## src/design/sbmc_pkg.sv

```systemverilog
package sbmc_pkg;

	localparam int PULSE_BITS_DEF  = 24;
	localparam int PERIOD_BITS_DEF = 16;

	localparam int ACT_W      = 3;
	localparam int CLK_W      = 27;
	localparam int HZ_W       = 20;
	localparam int SPM_W      = 16;
	localparam int DIST_W     = 16;
	localparam int CFG_W      = 27;
	localparam int CFG_IDX_W  = 2;
	localparam int PROD_W     = DIST_W + SPM_W;
	localparam int MUL_SHIFT  = 12;
	localparam int STEPS_W    = PROD_W - MUL_SHIFT;
	localparam int DIV_CNT_W  = $clog2(CLK_W);

	localparam logic [CLK_W-1:0] TCLK_RST = CLK_W'(84000000);
	localparam logic [HZ_W-1:0]  HZ_RST   = HZ_W'(4500);
	localparam logic [SPM_W-1:0] SPM_RST  = SPM_W'(20480);

	localparam logic [CFG_IDX_W-1:0] CFG_TIMER_CLOCK  = CFG_IDX_W'(0);
	localparam logic [CFG_IDX_W-1:0] CFG_RUN_HZ       = CFG_IDX_W'(1);
	localparam logic [CFG_IDX_W-1:0] CFG_STEPS_PER_MM = CFG_IDX_W'(2);

	typedef enum logic [ACT_W-1:0] {
		ACT_TICK  = 3'd0,
		ACT_POLL  = 3'd1,
		ACT_SEND  = 3'd2,
		ACT_MOVE  = 3'd3,
		ACT_RESET = 3'd4,
		ACT_STOP  = 3'd5
	} action_t;

	typedef enum logic [1:0] {
		ST_IDLE,
		ST_DIV,
		ST_COMMIT
	} state_t;

	typedef struct packed {
		logic in_ready;
		logic apply_now;
		logic capture;
		logic commit;
	} cmd_t;

	typedef struct packed {
		logic in_valid;
		logic needs_start;
		logic out_free;
		logic div_done;
	} sts_t;

endpackage

```

## src/design/sbmc_if.sv

```systemverilog
interface sbmc_item_if #(
	parameter int PULSE_BITS = sbmc_pkg::PULSE_BITS_DEF
);
	logic                           valid;
	logic                           ready;
	logic [sbmc_pkg::ACT_W-1:0]     action;
	logic                           ir_detected;
	logic [PULSE_BITS-1:0]          pulse_count;
	logic [sbmc_pkg::DIST_W-1:0]    distance_mm;

	modport source (output valid, action, ir_detected, pulse_count, distance_mm, input ready);
	modport sink (input valid, action, ir_detected, pulse_count, distance_mm, output ready);
endinterface

interface sbmc_result_if #(
	parameter int PULSE_BITS = sbmc_pkg::PULSE_BITS_DEF
);
	logic                  valid;
	logic                  ready;
	logic                  step_out;
	logic                  enable_out;
	logic                  belt_stopped;
	logic                  move_done;
	logic [PULSE_BITS-1:0] pulses_left;

	modport source (output valid, step_out, enable_out, belt_stopped, move_done, pulses_left,
		input ready);
	modport sink (input valid, step_out, enable_out, belt_stopped, move_done, pulses_left,
		output ready);
endinterface

```

## src/design/stepper_belt_move_controller_core.sv

```systemverilog
// Ticks, polls that need no timer start, resets, stops and ignored commands apply at once:
// the result beat is registered and valid the cycle after acceptance, one item per cycle
// while the output register is free. A start (first poll in run mode, non-zero send or move)
// runs the bit-serial period divider, one quotient bit per cycle; no item enters till commit.
// Reset is asynchronous and active low: run mode, timer and driver off, no move, period zero,
// configuration back to its default values; the block accepts items straight after.
module stepper_belt_move_controller_core #(
	parameter int PULSE_BITS  = sbmc_pkg::PULSE_BITS_DEF,
	parameter int PERIOD_BITS = sbmc_pkg::PERIOD_BITS_DEF
) (
	input  logic                           clk,
	input  logic                           arst_n,
	sbmc_item_if.sink                      item,
	sbmc_result_if.source                  result,
	input  logic                           cfg_we,
	input  logic [sbmc_pkg::CFG_IDX_W-1:0] cfg_idx,
	input  logic [sbmc_pkg::CFG_W-1:0]     cfg_data
);
	sbmc_pkg::cmd_t cmd;
	sbmc_pkg::sts_t sts;

	sbmc_ctrl u_ctrl (
		.clk    (clk),
		.arst_n (arst_n),
		.sts    (sts),
		.cmd    (cmd)
	);

	sbmc_dp #(
		.PULSE_BITS  (PULSE_BITS),
		.PERIOD_BITS (PERIOD_BITS)
	) u_dp (
		.clk      (clk),
		.arst_n   (arst_n),
		.item     (item),
		.result   (result),
		.cfg_we   (cfg_we),
		.cfg_idx  (cfg_idx),
		.cfg_data (cfg_data),
		.cmd      (cmd),
		.sts      (sts)
	);

`ifndef SYNTH
	a_apply_gives_beat: assert property (@(posedge clk) disable iff (!arst_n)
		cmd.apply_now |=> result.valid)
		else $error("immediate item produced no result beat");

	a_commit_gives_beat: assert property (@(posedge clk) disable iff (!arst_n)
		cmd.commit |=> result.valid)
		else $error("started move produced no result beat");

	a_capture_blocks: assert property (@(posedge clk) disable iff (!arst_n)
		cmd.capture |=> !item.ready)
		else $error("new item taken while the divider is busy");

	a_ready_needs_slot: assert property (@(posedge clk) disable iff (!arst_n)
		item.ready |-> (!result.valid || result.ready))
		else $error("item taken while the output register is full");
`endif
endmodule

```

## src/design/sbmc_div.sv

```systemverilog
module sbmc_div (
	input  logic                         clk,
	input  logic                         arst_n,
	input  logic                         start,
	input  logic [sbmc_pkg::CLK_W-1:0]   dividend,
	input  logic [sbmc_pkg::HZ_W-1:0]    divisor,
	output logic [sbmc_pkg::CLK_W-1:0]   quotient,
	output logic                         done
);
	localparam int NW = sbmc_pkg::CLK_W;
	localparam int DW = sbmc_pkg::HZ_W;
	localparam int CW = sbmc_pkg::DIV_CNT_W;

	logic [NW-1:0] quo_q;
	logic [DW-1:0] rem_q;
	logic [DW-1:0] dvs_q;
	logic [CW-1:0] cnt_q;
	logic          busy_q;
	logic          done_q;
	logic [DW:0]   rem_sh;
	logic [DW+1:0] diff;
	logic          borrow;

	assign rem_sh   = {rem_q, quo_q[NW-1]};
	assign diff     = {1'b0, rem_sh} - {2'b00, dvs_q};
	assign borrow   = diff[DW+1];
	assign quotient = quo_q;
	assign done     = done_q;

	always_ff @(posedge clk or negedge arst_n) begin
		if (!arst_n) begin
			busy_q <= 1'b0;
			done_q <= 1'b0;
			cnt_q  <= '0;
		end else if (start) begin
			busy_q <= 1'b1;
			done_q <= 1'b0;
			cnt_q  <= CW'(NW - 1);
		end else if (busy_q) begin
			cnt_q <= cnt_q - CW'(1);
			if (cnt_q == '0) begin
				busy_q <= 1'b0;
				done_q <= 1'b1;
			end
		end
	end

	always_ff @(posedge clk) begin
		if (start) begin
			quo_q <= dividend;
			rem_q <= '0;
			dvs_q <= divisor;
		end else if (busy_q) begin
			quo_q <= {quo_q[NW-2:0], ~borrow};
			if (!borrow) begin
				rem_q <= diff[DW-1:0];
			end else begin
				rem_q <= rem_sh[DW-1:0];
			end
		end
	end
endmodule

```

## src/design/sbmc_ctrl.sv

```systemverilog
module sbmc_ctrl (
	input  logic           clk,
	input  logic           arst_n,
	input  sbmc_pkg::sts_t sts,
	output sbmc_pkg::cmd_t cmd
);
	sbmc_pkg::state_t state_q;
	sbmc_pkg::state_t state_n;

	always_ff @(posedge clk or negedge arst_n) begin
		if (!arst_n) begin
			state_q <= sbmc_pkg::ST_IDLE;
		end else begin
			state_q <= state_n;
		end
	end

	always_comb begin
		cmd     = '0;
		state_n = state_q;
		unique case (state_q)
			sbmc_pkg::ST_IDLE: begin
				cmd.in_ready = sts.out_free;
				if (sts.in_valid && sts.out_free) begin
					if (sts.needs_start) begin
						cmd.capture = 1'b1;
						state_n     = sbmc_pkg::ST_DIV;
					end else begin
						cmd.apply_now = 1'b1;
					end
				end
			end
			sbmc_pkg::ST_DIV: begin
				if (sts.div_done) begin
					state_n = sbmc_pkg::ST_COMMIT;
				end
			end
			sbmc_pkg::ST_COMMIT: begin
				if (sts.out_free) begin
					cmd.commit = 1'b1;
					state_n    = sbmc_pkg::ST_IDLE;
				end
			end
			default: begin
				state_n = sbmc_pkg::ST_IDLE;
			end
		endcase
	end
endmodule

```

## src/design/sbmc_dp.sv

```systemverilog
module sbmc_dp #(
	parameter int PULSE_BITS  = sbmc_pkg::PULSE_BITS_DEF,
	parameter int PERIOD_BITS = sbmc_pkg::PERIOD_BITS_DEF
) (
	input  logic                             clk,
	input  logic                             arst_n,
	sbmc_item_if.sink                        item,
	sbmc_result_if.source                    result,
	input  logic                             cfg_we,
	input  logic [sbmc_pkg::CFG_IDX_W-1:0]   cfg_idx,
	input  logic [sbmc_pkg::CFG_W-1:0]       cfg_data,
	input  sbmc_pkg::cmd_t                   cmd,
	output sbmc_pkg::sts_t                   sts
);
	localparam int CKW = sbmc_pkg::CLK_W;
	localparam int HZW = sbmc_pkg::HZ_W;
	localparam int PW  = sbmc_pkg::PROD_W;
	localparam int SW  = (sbmc_pkg::STEPS_W > PULSE_BITS) ? sbmc_pkg::STEPS_W : PULSE_BITS;
	localparam int QW  = (PERIOD_BITS > CKW) ? PERIOD_BITS : CKW;

	localparam logic [PULSE_BITS-1:0]  PULSE_MAX  = '1;
	localparam logic [PERIOD_BITS-1:0] PERIOD_MAX = '1;

	logic [CKW-1:0]                 tclk_q;
	logic [HZW-1:0]                 hz_q;
	logic [sbmc_pkg::SPM_W-1:0]     spm_q;

	logic                   stopped_q, stopped_n;
	logic                   run_q, run_n;
	logic                   move_q, move_n;
	logic [PULSE_BITS-1:0]  rem_q, rem_n;
	logic                   timer_q, timer_n;
	logic                   drv_q, drv_n;
	logic [PERIOD_BITS-1:0] count_q, count_n;
	logic [PERIOD_BITS-1:0] reload_q, reload_n;

	logic                   st_poll_q;
	logic                   st_move_q;
	logic [PULSE_BITS-1:0]  pulses_q;
	logic [PW-1:0]          prod_q;

	logic                   ovalid_q;
	logic                   step_q;
	logic                   en_q;
	logic                   bstop_q;
	logic                   mdone_q;
	logic [PULSE_BITS-1:0]  left_q;

	logic [HZW-1:0]                 hz_eff;
	logic [CKW-1:0]                 quo;
	logic                           div_done;
	logic [QW-1:0]                  quo_m1;
	logic [PERIOD_BITS-1:0]         period;
	logic [sbmc_pkg::STEPS_W-1:0]   steps_raw;
	logic [SW-1:0]                  steps_ext;
	logic [PULSE_BITS-1:0]          move_pulses;
	logic                           needs_start;
	logic                           out_free;
	logic                           load;

	assign hz_eff = (hz_q == '0) ? HZW'(1) : hz_q;

	sbmc_div u_div (
		.clk      (clk),
		.arst_n   (arst_n),
		.start    (cmd.capture),
		.dividend (tclk_q),
		.divisor  (hz_eff),
		.quotient (quo),
		.done     (div_done)
	);

	assign quo_m1 = QW'(quo) - QW'(1);
	assign period = (quo == '0 || quo_m1 > QW'(PERIOD_MAX)) ? PERIOD_MAX
		: PERIOD_BITS'(quo_m1);

	assign steps_raw   = prod_q[PW-1:sbmc_pkg::MUL_SHIFT];
	assign steps_ext   = SW'(steps_raw);
	assign move_pulses = (steps_ext > SW'(PULSE_MAX)) ? PULSE_MAX : PULSE_BITS'(steps_ext);

	always_comb begin
		needs_start = 1'b0;
		unique case (item.action)
			sbmc_pkg::ACT_POLL: needs_start = !stopped_q && !run_q && !item.ir_detected;
			sbmc_pkg::ACT_SEND: needs_start = (item.pulse_count != '0);
			sbmc_pkg::ACT_MOVE: needs_start = (item.distance_mm != '0);
			default:            needs_start = 1'b0;
		endcase
	end

	assign out_free = !ovalid_q || result.ready;
	assign load     = cmd.apply_now || cmd.commit;

	assign sts.in_valid    = item.valid;
	assign sts.needs_start = needs_start;
	assign sts.out_free    = out_free;
	assign sts.div_done    = div_done;

	assign item.ready = cmd.in_ready;

	always_comb begin
		stopped_n = stopped_q;
		run_n     = run_q;
		move_n    = move_q;
		rem_n     = rem_q;
		timer_n   = timer_q;
		drv_n     = drv_q;
		count_n   = count_q;
		reload_n  = reload_q;
		if (cmd.commit) begin
			drv_n    = 1'b1;
			timer_n  = 1'b1;
			count_n  = '0;
			reload_n = period;
			if (st_poll_q) begin
				run_n = 1'b1;
			end else begin
				move_n = 1'b1;
				rem_n  = st_move_q ? move_pulses : pulses_q;
			end
		end else begin
			case (item.action) inside
				sbmc_pkg::ACT_TICK: begin
					if (timer_q) begin
						if (count_q >= reload_q) begin
							count_n = '0;
							if (move_q && rem_q != '0) begin
								rem_n = rem_q - PULSE_BITS'(1);
								if (rem_q == PULSE_BITS'(1)) begin
									timer_n = 1'b0;
									drv_n   = 1'b0;
									move_n  = 1'b0;
								end
							end
						end else begin
							count_n = count_q + PERIOD_BITS'(1);
						end
					end
				end
				sbmc_pkg::ACT_POLL: begin
					if (!stopped_q && item.ir_detected) begin
						timer_n   = 1'b0;
						drv_n     = 1'b0;
						run_n     = 1'b0;
						stopped_n = 1'b1;
					end
				end
				sbmc_pkg::ACT_RESET, sbmc_pkg::ACT_STOP: begin
					stopped_n = (item.action == sbmc_pkg::ACT_STOP);
					run_n     = 1'b0;
					timer_n   = 1'b0;
					drv_n     = 1'b0;
					move_n    = 1'b0;
					rem_n     = '0;
				end
				default: begin
				end
			endcase
		end
	end

	always_ff @(posedge clk or negedge arst_n) begin
		if (!arst_n) begin
			tclk_q <= sbmc_pkg::TCLK_RST;
			hz_q   <= sbmc_pkg::HZ_RST;
			spm_q  <= sbmc_pkg::SPM_RST;
		end else if (cfg_we) begin
			unique case (cfg_idx)
				sbmc_pkg::CFG_TIMER_CLOCK:  tclk_q <= cfg_data[CKW-1:0];
				sbmc_pkg::CFG_RUN_HZ:       hz_q   <= cfg_data[HZW-1:0];
				sbmc_pkg::CFG_STEPS_PER_MM: spm_q  <= cfg_data[sbmc_pkg::SPM_W-1:0];
				default: begin
				end
			endcase
		end
	end

	always_ff @(posedge clk or negedge arst_n) begin
		if (!arst_n) begin
			stopped_q <= 1'b0;
			run_q     <= 1'b0;
			move_q    <= 1'b0;
			rem_q     <= '0;
			timer_q   <= 1'b0;
			drv_q     <= 1'b0;
			count_q   <= '0;
			reload_q  <= '0;
			ovalid_q  <= 1'b0;
		end else begin
			if (load) begin
				stopped_q <= stopped_n;
				run_q     <= run_n;
				move_q    <= move_n;
				rem_q     <= rem_n;
				timer_q   <= timer_n;
				drv_q     <= drv_n;
				count_q   <= count_n;
				reload_q  <= reload_n;
				ovalid_q  <= 1'b1;
			end else if (result.ready) begin
				ovalid_q <= 1'b0;
			end
		end
	end

	always_ff @(posedge clk) begin
		if (cmd.capture) begin
			st_poll_q <= (item.action == sbmc_pkg::ACT_POLL);
			st_move_q <= (item.action == sbmc_pkg::ACT_MOVE);
			pulses_q  <= item.pulse_count;
			prod_q    <= PW'(item.distance_mm) * PW'(spm_q);
		end
		if (load) begin
			step_q  <= timer_n && (count_n < (reload_n >> 1));
			en_q    <= drv_n;
			bstop_q <= stopped_n;
			mdone_q <= !move_n;
			left_q  <= rem_n;
		end
	end

	assign result.valid        = ovalid_q;
	assign result.step_out     = step_q;
	assign result.enable_out   = en_q;
	assign result.belt_stopped = bstop_q;
	assign result.move_done    = mdone_q;
	assign result.pulses_left  = left_q;
endmodule

```

## src/flat_wrapper.sv

```systemverilog
// flat-port wrapper written by rule: the top's interface ports become plain ports
module stepper_belt_move_controller_core_flat 
#(
	parameter int PULSE_BITS  = sbmc_pkg::PULSE_BITS_DEF,
	parameter int PERIOD_BITS = sbmc_pkg::PERIOD_BITS_DEF
)
  (clk, arst_n, cfg_we, cfg_idx, cfg_data, item_valid, item_action, item_ir_detected, item_pulse_count, item_distance_mm, item_ready, result_valid, result_step_out, result_enable_out, result_belt_stopped, result_move_done, result_pulses_left, result_ready);
  sbmc_item_if #(.PULSE_BITS(PULSE_BITS)) item_i ();
  sbmc_result_if #(.PULSE_BITS(PULSE_BITS)) result_i ();
  input  logic clk;
  input  logic arst_n;
  input  logic cfg_we;
  input  logic [sbmc_pkg::CFG_IDX_W-1:0] cfg_idx;
  input  logic [sbmc_pkg::CFG_W-1:0] cfg_data;
  input wire logic [$bits(item_i.valid)-1:0] item_valid;
  input wire logic [$bits(item_i.action)-1:0] item_action;
  input wire logic [$bits(item_i.ir_detected)-1:0] item_ir_detected;
  input wire logic [$bits(item_i.pulse_count)-1:0] item_pulse_count;
  input wire logic [$bits(item_i.distance_mm)-1:0] item_distance_mm;
  output wire logic [$bits(item_i.ready)-1:0] item_ready;
  output wire logic [$bits(result_i.valid)-1:0] result_valid;
  output wire logic [$bits(result_i.step_out)-1:0] result_step_out;
  output wire logic [$bits(result_i.enable_out)-1:0] result_enable_out;
  output wire logic [$bits(result_i.belt_stopped)-1:0] result_belt_stopped;
  output wire logic [$bits(result_i.move_done)-1:0] result_move_done;
  output wire logic [$bits(result_i.pulses_left)-1:0] result_pulses_left;
  input wire logic [$bits(result_i.ready)-1:0] result_ready;
  assign item_i.valid = item_valid;
  assign item_i.action = item_action;
  assign item_i.ir_detected = item_ir_detected;
  assign item_i.pulse_count = item_pulse_count;
  assign item_i.distance_mm = item_distance_mm;
  assign item_ready = item_i.ready;
  assign result_valid = result_i.valid;
  assign result_step_out = result_i.step_out;
  assign result_enable_out = result_i.enable_out;
  assign result_belt_stopped = result_i.belt_stopped;
  assign result_move_done = result_i.move_done;
  assign result_pulses_left = result_i.pulses_left;
  assign result_i.ready = result_ready;
  stepper_belt_move_controller_core #(.PULSE_BITS(PULSE_BITS), .PERIOD_BITS(PERIOD_BITS)) u_core (.clk(clk), .arst_n(arst_n), .item(item_i), .result(result_i), .cfg_we(cfg_we), .cfg_idx(cfg_idx), .cfg_data(cfg_data));
endmodule
```

## config.mk

```make
export PLATFORM = sky130hd
export DESIGN_NAME = stepper_belt_move_controller_core_flat
export DESIGN_NICKNAME = d
export VERILOG_FILES = /design/src/design/sbmc_pkg.sv /design/src/design/sbmc_if.sv /design/src/design/stepper_belt_move_controller_core.sv /design/src/design/sbmc_div.sv /design/src/design/sbmc_ctrl.sv /design/src/design/sbmc_dp.sv /design/src/flat_wrapper.sv
export SDC_FILE = /design/constraint.sdc
export NUM_CORES = 1
export LEC_CHECK = 0
export BUFFER_PORTS_ARGS = -buffer_cell sky130_fd_sc_hd__buf_2
export CELL_PAD_IN_SITES_DETAIL_PLACEMENT = 1
export CELL_PAD_IN_SITES_GLOBAL_PLACEMENT = 1
export CORE_MARGIN = 5
export CORE_UTILIZATION = 35
export DETAILED_ROUTE_END_ITERATION = 16
export PLACE_DENSITY = 0.72
export REMOVE_ABC_BUFFERS = 1
export SYNTH_ARGS = -nofsm -noshare
export SYNTH_HDL_FRONTEND = slang
export SYNTH_HIERARCHICAL = 1
export SYNTH_SLANG_ARGS = --single-unit
export TNS_END_PERCENT = 5
```

## constraint.sdc

```tcl
create_clock -name clk -period 11.29 [get_ports clk]
set_clock_uncertainty 0.2 [all_clocks]
set_input_delay 1.6935 -clock clk [delete_from_list [all_inputs] [get_ports clk]]
set_output_delay 1.6935 -clock clk [all_outputs]
set_load 0.02 [all_outputs]
```

== Word level (Yosys, flattened, before mapping) ==
Cells that the tools add are included.
Storage, ports and cells
  flip-flop bits (word level): 287
  input port bits: 78
  output and inout port bits: 30
  logic and storage cells: 171
Cells by class
  add/subtract/negate cells: 5
  $mul: 1
  magnitude comparators: 4
  eq/ne operators: 17
  muxes and demuxes: 79
  bitwise gates (word level): 1
  reduce and logical (&&, ||, !) cells: 35
Operators by type and width (count)
  24-bit two-way mux: 10
  16-bit two-way mux: 6
  27-bit two-way mux: 2
  1-bit two-way mux: 50
  24-bit nonzero test: 2
  16-bit by 16-bit multiplier with 32-bit output: 1
  27-bit by 16-bit > comparator with 1-bit output (second input constant): 1
  27-bit zero test: 1
  27-bit by 1-bit subtractor with 27-bit output (second input constant): 1
  24-bit by 1-bit equality test with 1-bit output (second input constant): 1
  20-bit by 24-bit > comparator with 1-bit output (second input constant): 1
  24-bit by 1-bit subtractor with 24-bit output (second input constant): 1
  21-bit by 20-bit subtractor with 22-bit output: 1
  20-bit zero test: 1
  20-bit two-way mux: 1
  16-bit by 1-bit adder with 16-bit output (second input constant): 1
  16-bit >= comparator: 1
  16-bit by 15-bit < comparator with 1-bit output: 1
  16-bit nonzero test: 1
  2-bit two-way mux: 5
  5-bit two-way mux: 2
  2-bit != test (second input constant): 5
  2-bit AND reduction: 5
  3-bit by 2-bit equality test with 1-bit output (second input constant): 2
  other kinds (22): 39

== Depth between registers and ports, before layout ==
  word-level depth: 9
  depth in mapped cells: 23
  mapped depth without buffers: 22

== Hierarchy ==
The synthesis kept the hierarchy.
Modules (own cells, without submodules)
  sbmc_dp: instances 1, cells each 1944, area an instance 18800.5 um2, sequential area each 5370.2 um2
  sbmc_div: instances 1, cells each 389, area an instance 4105.2 um2, sequential area each 1986.9 um2
  sbmc_ctrl: instances 1, cells each 14, area an instance 126.4 um2, sequential area each 50.0 um2

== Least setup slack after synthesis ==
Ideal clock, no wire load.
  kind: input to register
  from: input item_action[0]
  to: register u_core.u_dp.u_div.quo_q[0], in the netlist u_core/u_dp/u_div/quotient[0], enable pin
  library setup time: 382 ps
  data arrival time: 7505 ps
  data required time: 10708 ps
  slack: 3203 ps
  cell stages on the path: 13
  buffers on the path: 4
  path through: clkbuf_1 -> nor4_1 -> nand2_1 -> nor4_1 -> nand4_1 -> nand3b_1 -> o21ai_0 -> buf_4 -> nor4b_2 -> clkbuf_1 -> nor2_1 -> clkbuf_1 -> inv_1
RTL lines
  start, declared: line flat_wrapper.sv:16  | input wire logic [$bits(item_i.action)-1:0] item_action;
  end signal, assigned: line sbmc_div.sv:50  | quo_q <= dividend;
  end signal, assigned: line sbmc_div.sv:54  | quo_q <= {quo_q[NW-2:0], ~borrow};
  end, declared: line sbmc_div.sv:14  | logic [NW-1:0] quo_q;

== Worst setup path in the final report ==
  from: input item_distance_mm[7]
  to: register u_core.u_dp.prod_q[25] (data pin)
Between the ends
  longest elaborated chain between the ends: 1
RTL lines
  start, declared: line flat_wrapper.sv:19  | input wire logic [$bits(item_i.distance_mm)-1:0] item_distance_mm;
  16-bit by 16-bit multiplier with 32-bit output: line sbmc_dp.sv:211  | prod_q <= PW'(item.distance_mm) * PW'(spm_q);
  end signal, assigned: line sbmc_dp.sv:211
  end, declared: line sbmc_dp.sv:40  | logic [PW-1:0] prod_q;
Every way passes these cells.
A chain may end at the register's enable or synchronous reset.

==> impl_results.md <==
- Clk buf depth: 3
- First-pass GRT wire length: about 110,000 µm
- Fin util: 0.385
- Cell row count: between 90 and 100
- Drt drc: 0
- Drt wl/cell: 21.0 µm
- Resize count post-CTS: 0
- Vias in the first global route: between 15,000 and 20,000
- Number of detailed-route iterations in the first pass: 5
- H-tree Lvls: 1
- Num Clock Sinks: about 280
- Highest Clock Rate: 0.133 GHz
- Syn Area/Cell: roughly 9.8 µm²
- Layout area overhead: 9.59%
- Period minus WS final: between 7 and 8 ns
- Critical path's largest stage delay: between 0.5 and 0.6 ns
- Post-route setup TNS: 0 ns
- Crit Path Category: primary input to flop
- Synth warnings: 6
- CTS tree: yes
- Cell chain of the critical path: buf_2 -> nand2_1 -> fa_1 -> inv_1 -> fa_1 -> inv_1 -> fa_1 -> inv_1 -> fa_1 -> fa_1 -> inv_1 -> fa_1 -> inv_1 -> ha_1 -> nand2_1 -> o21a_1 -> a21bo_2 -> a21oi_1 -> o211ai_1 -> a21oi_1 -> mux2i_1 -> nand3_1
- Post-detail-place hpwl: between 50,000 and 60,000 µm
- Clk_lat worst skew: just under 0.6 ns
- Max-cap viol count: 0
- Share of the synthesized area in the top cell type: 0.169
- Routability cong.: 0.866
- Worst Setup EP: u_core/u_dp/prod_q[25]
- Synth Cell Area: around 0.023 mm²
- Largest net degree at the start of global routing: 84
- Worst R2R Start: u_core/u_dp/spm_q[6]
- Share of post-route cells with drive strength above 1: 0.131
- Die Width: approximately 270 µm
- Reg-to-Reg End: u_core/u_dp/prod_q[30]
- Starting density of the core: 0.352
- Crit path required time: between 10 and 15 ns
- Initial antenna violation count: 0
- PortBufs: between 100 and 150
- DIE AREA: ~0.071 mm²
- Post-synth top area cell: fa_1
- Final wirelength: about 68,000 µm
- Ports: ~110
- CP startpoint: item_distance_mm[7]
- Yosys cell types: 86
- Final setup viols: 0
- Status: finished, final reports clean
- Slew @ Worst Pin: about 1.2 ns
- Final hold violation count: 0
- Main synth FF type: edfxtp_1
- Slew Limit Fails: 0
- Synth area leaders: fa_1 17%, edfxtp_1 16%, dfrtp_1 13%
- Async set or reset register ratio after synthesis: 0.487
- Vias per cell: 5.36
- Vias: about 17,000
- CP Depth: 22
- Final nets: approximately 2,800
- Chip height: about 270 µm
- Worst path arrival time: roughly 7.6 ns
- DRT iter0 DRCs: between 1,000 and 1,500
- CTS Buf Count: 30
- Worst Setup Start Kind: primary input
- Core area: 0.0655 mm²
- Worst path bufs/invs: 6
- Slew HR: 0.186
- Total gr overflow: 0
- CP max-delay cell: fa_1
- Clock root cell: clkbuf_16
- Crit. End Element: flop
- Reg clk slew, reported paths: around 0.06 ns
- Worst Hold Class: flop to flop
- FF+latch area: about 0.0074 mm²
- Post-CTS Hold Buffers: 0
- Cell mode on critical path: fa_1
- FF+latch count, synth: 275
- Mapped Cells: ~2,300
- Sequential fraction of the synthesis area: 0.322
- Critical path peak fanout: 17
- Period utilisation layout: 0.664
- Fill cell count: 7,436
- FF-to-FF setup slack: roughly 4.3 ns
- Number of post-CTS setup repair buffers: 0
- Cell family with most CP delay: adder cells
- GRT Overall Usage: 0.191
- Area of the multi-input gates: ~0.014 mm²
- Number of flops mapped to enable cells by yosys: around 120
- Worst Reg-to-Reg Cells: 20
- Unrepaired setup endpoints after global routing: no
- Final antenna-violating net count: 0
-- logic make-up (layout without fill, tap and decap cells) --
| family | Yosys count | after routing | synth area share |
|---|---|---|---|
| buffers and inverters | 452 | 496 | 0.0757 |
| AOI/OAI and AO/OA | 348 | 348 | 0.103 |
| xor gates and xnor gates | 65 | 65 | 0.0247 |
| DFF | 275 | 275 | 0.322 |
| adders and majority gates | 353 | 353 | 0.255 |
| other | 0 | 2 | 0 |
| and+or+nand+nor | 728 | 728 | 0.160 |
| muxes | 126 | 126 | 0.0600 |
-- final cells by class --
type                       count  area share
antenna                        2    0.000198
clock inverter                18     0.00659
inverter                     315      0.0468
tap                          864      0.0428
clock buffer                  38      0.0317
sequential                   275       0.293
multi-input combinational   1620       0.552
timing repair buffer         125      0.0268
-- placed cells by master (no fill, tap or decap), drive strengths merged, types with 16 or more instances in the layout --
cell / instances
a21oi: 74
nand4: 30
buf: 125
nor3: 54
mux2: 96
and3: 20
and2: 115
mux2i: 30
o21a: 17
nand3: 39
ha: 159
clkbuf: 38
a31oi: 23
fa: 194
o31ai: 16
dfrtp: 118
inv: 316
dfxtp: 20
nor4: 34
nand2b: 16
a21o: 28
o31a: 24
o21ai: 63
nor2: 100
xnor2: 37
xor2: 28
dfstp: 16
edfxtp: 121
nand2: 255
-- through the flow --
stage               setup WS, ns  hold WS (ns)  instance area (µm²)  instances
floorplan                  0.370         0.241                22500       2210
finish                      3.80         0.278                25200       3257
detailed placement          3.18         0.266                24300       3199
global route                3.56         0.289                25200       3255
global placement            3.34         0.252                24300       3199
CTS                         3.78         0.280                25200       3255
-- worst min path at each step --
stage,start,end,cells after the start
detailed placement,u_core/u_dp/hz_q[1],u_core/u_dp/u_div/dvs_q[1],0
finish,u_core/u_dp/u_div/rem_q[11],u_core/u_dp/u_div/rem_q[11],2
global placement,u_core/u_dp/hz_q[16],u_core/u_dp/u_div/dvs_q[16],0
CTS,u_core/u_dp/u_div/rem_q[11],u_core/u_dp/u_div/rem_q[11],2
floorplan,u_core/u_dp/hz_q[1],u_core/u_dp/u_div/dvs_q[1],0
global route,u_core/u_dp/hz_q[15],u_core/u_dp/u_div/dvs_q[15],0
-- cell usage after synthesis, drive strengths merged (9+ instances only) --
cell	count
dfrtp	118
a22oi	11
o31ai	16
o211ai	12
nor2	100
o21a	17
a21oi	74
nor4	34
o31a	24
inv	315
dfstp	16
a311oi	9
or4	13
ha	159
o21ai	63
xor2	28
fa	194
nand4	30
nand2b	16
dfxtp	20
xnor2	37
buf	25
nand3	39
edfxtp	121
and3	20
mux2	96
nor3	54
mux2i	30
a31oi	23
and2	115
nand2	255
or3	12
clkbuf	112
a22o	11
a21o	28
-- sequential cells by signal (all words and copies together) (netlist names), 16 cells and up --
| register | cells |
|---|---|
| u_core/u_dp/count_q | 16 |
| u_core/u_dp/result.pulses_left | 24 |
| u_core/u_dp/spm_q | 16 |
| u_core/u_dp/rem_q | 24 |
| u_core/u_dp/reload_q | 16 |
| u_core/u_dp/prod_q | 20 |
| u_core/u_dp/tclk_q | 27 |
| u_core/u_dp/hz_q | 20 |
| u_core/u_dp/u_div/dvs_q | 20 |
| u_core/u_dp/u_div/rem_q | 20 |
| u_core/u_dp/pulses_q | 24 |
| u_core/u_dp/u_div/quotient | 27 |
-- per-layer routing --
metal / vias up / part of all wire / GRT usage
met5: - / 0 / 0
met2: 399 / 0.48 / 0.324
li1: 7961 / - / -
met1: 9027 / 0.45 / 0.263
met3: 84 / 0.048 / 0.0229
met4: 0 / 0.020 / 0.0415
-- worst min-delay path: stages (launching register included) --
cell and delay (ns):
dfxtp_1 0.32, nand2_1 0.06, o31ai_1 0.05
Power is left out: the tool's default activity adds up to more than one toggle a clock period on the data nets, which glitch-free logic cannot reach.
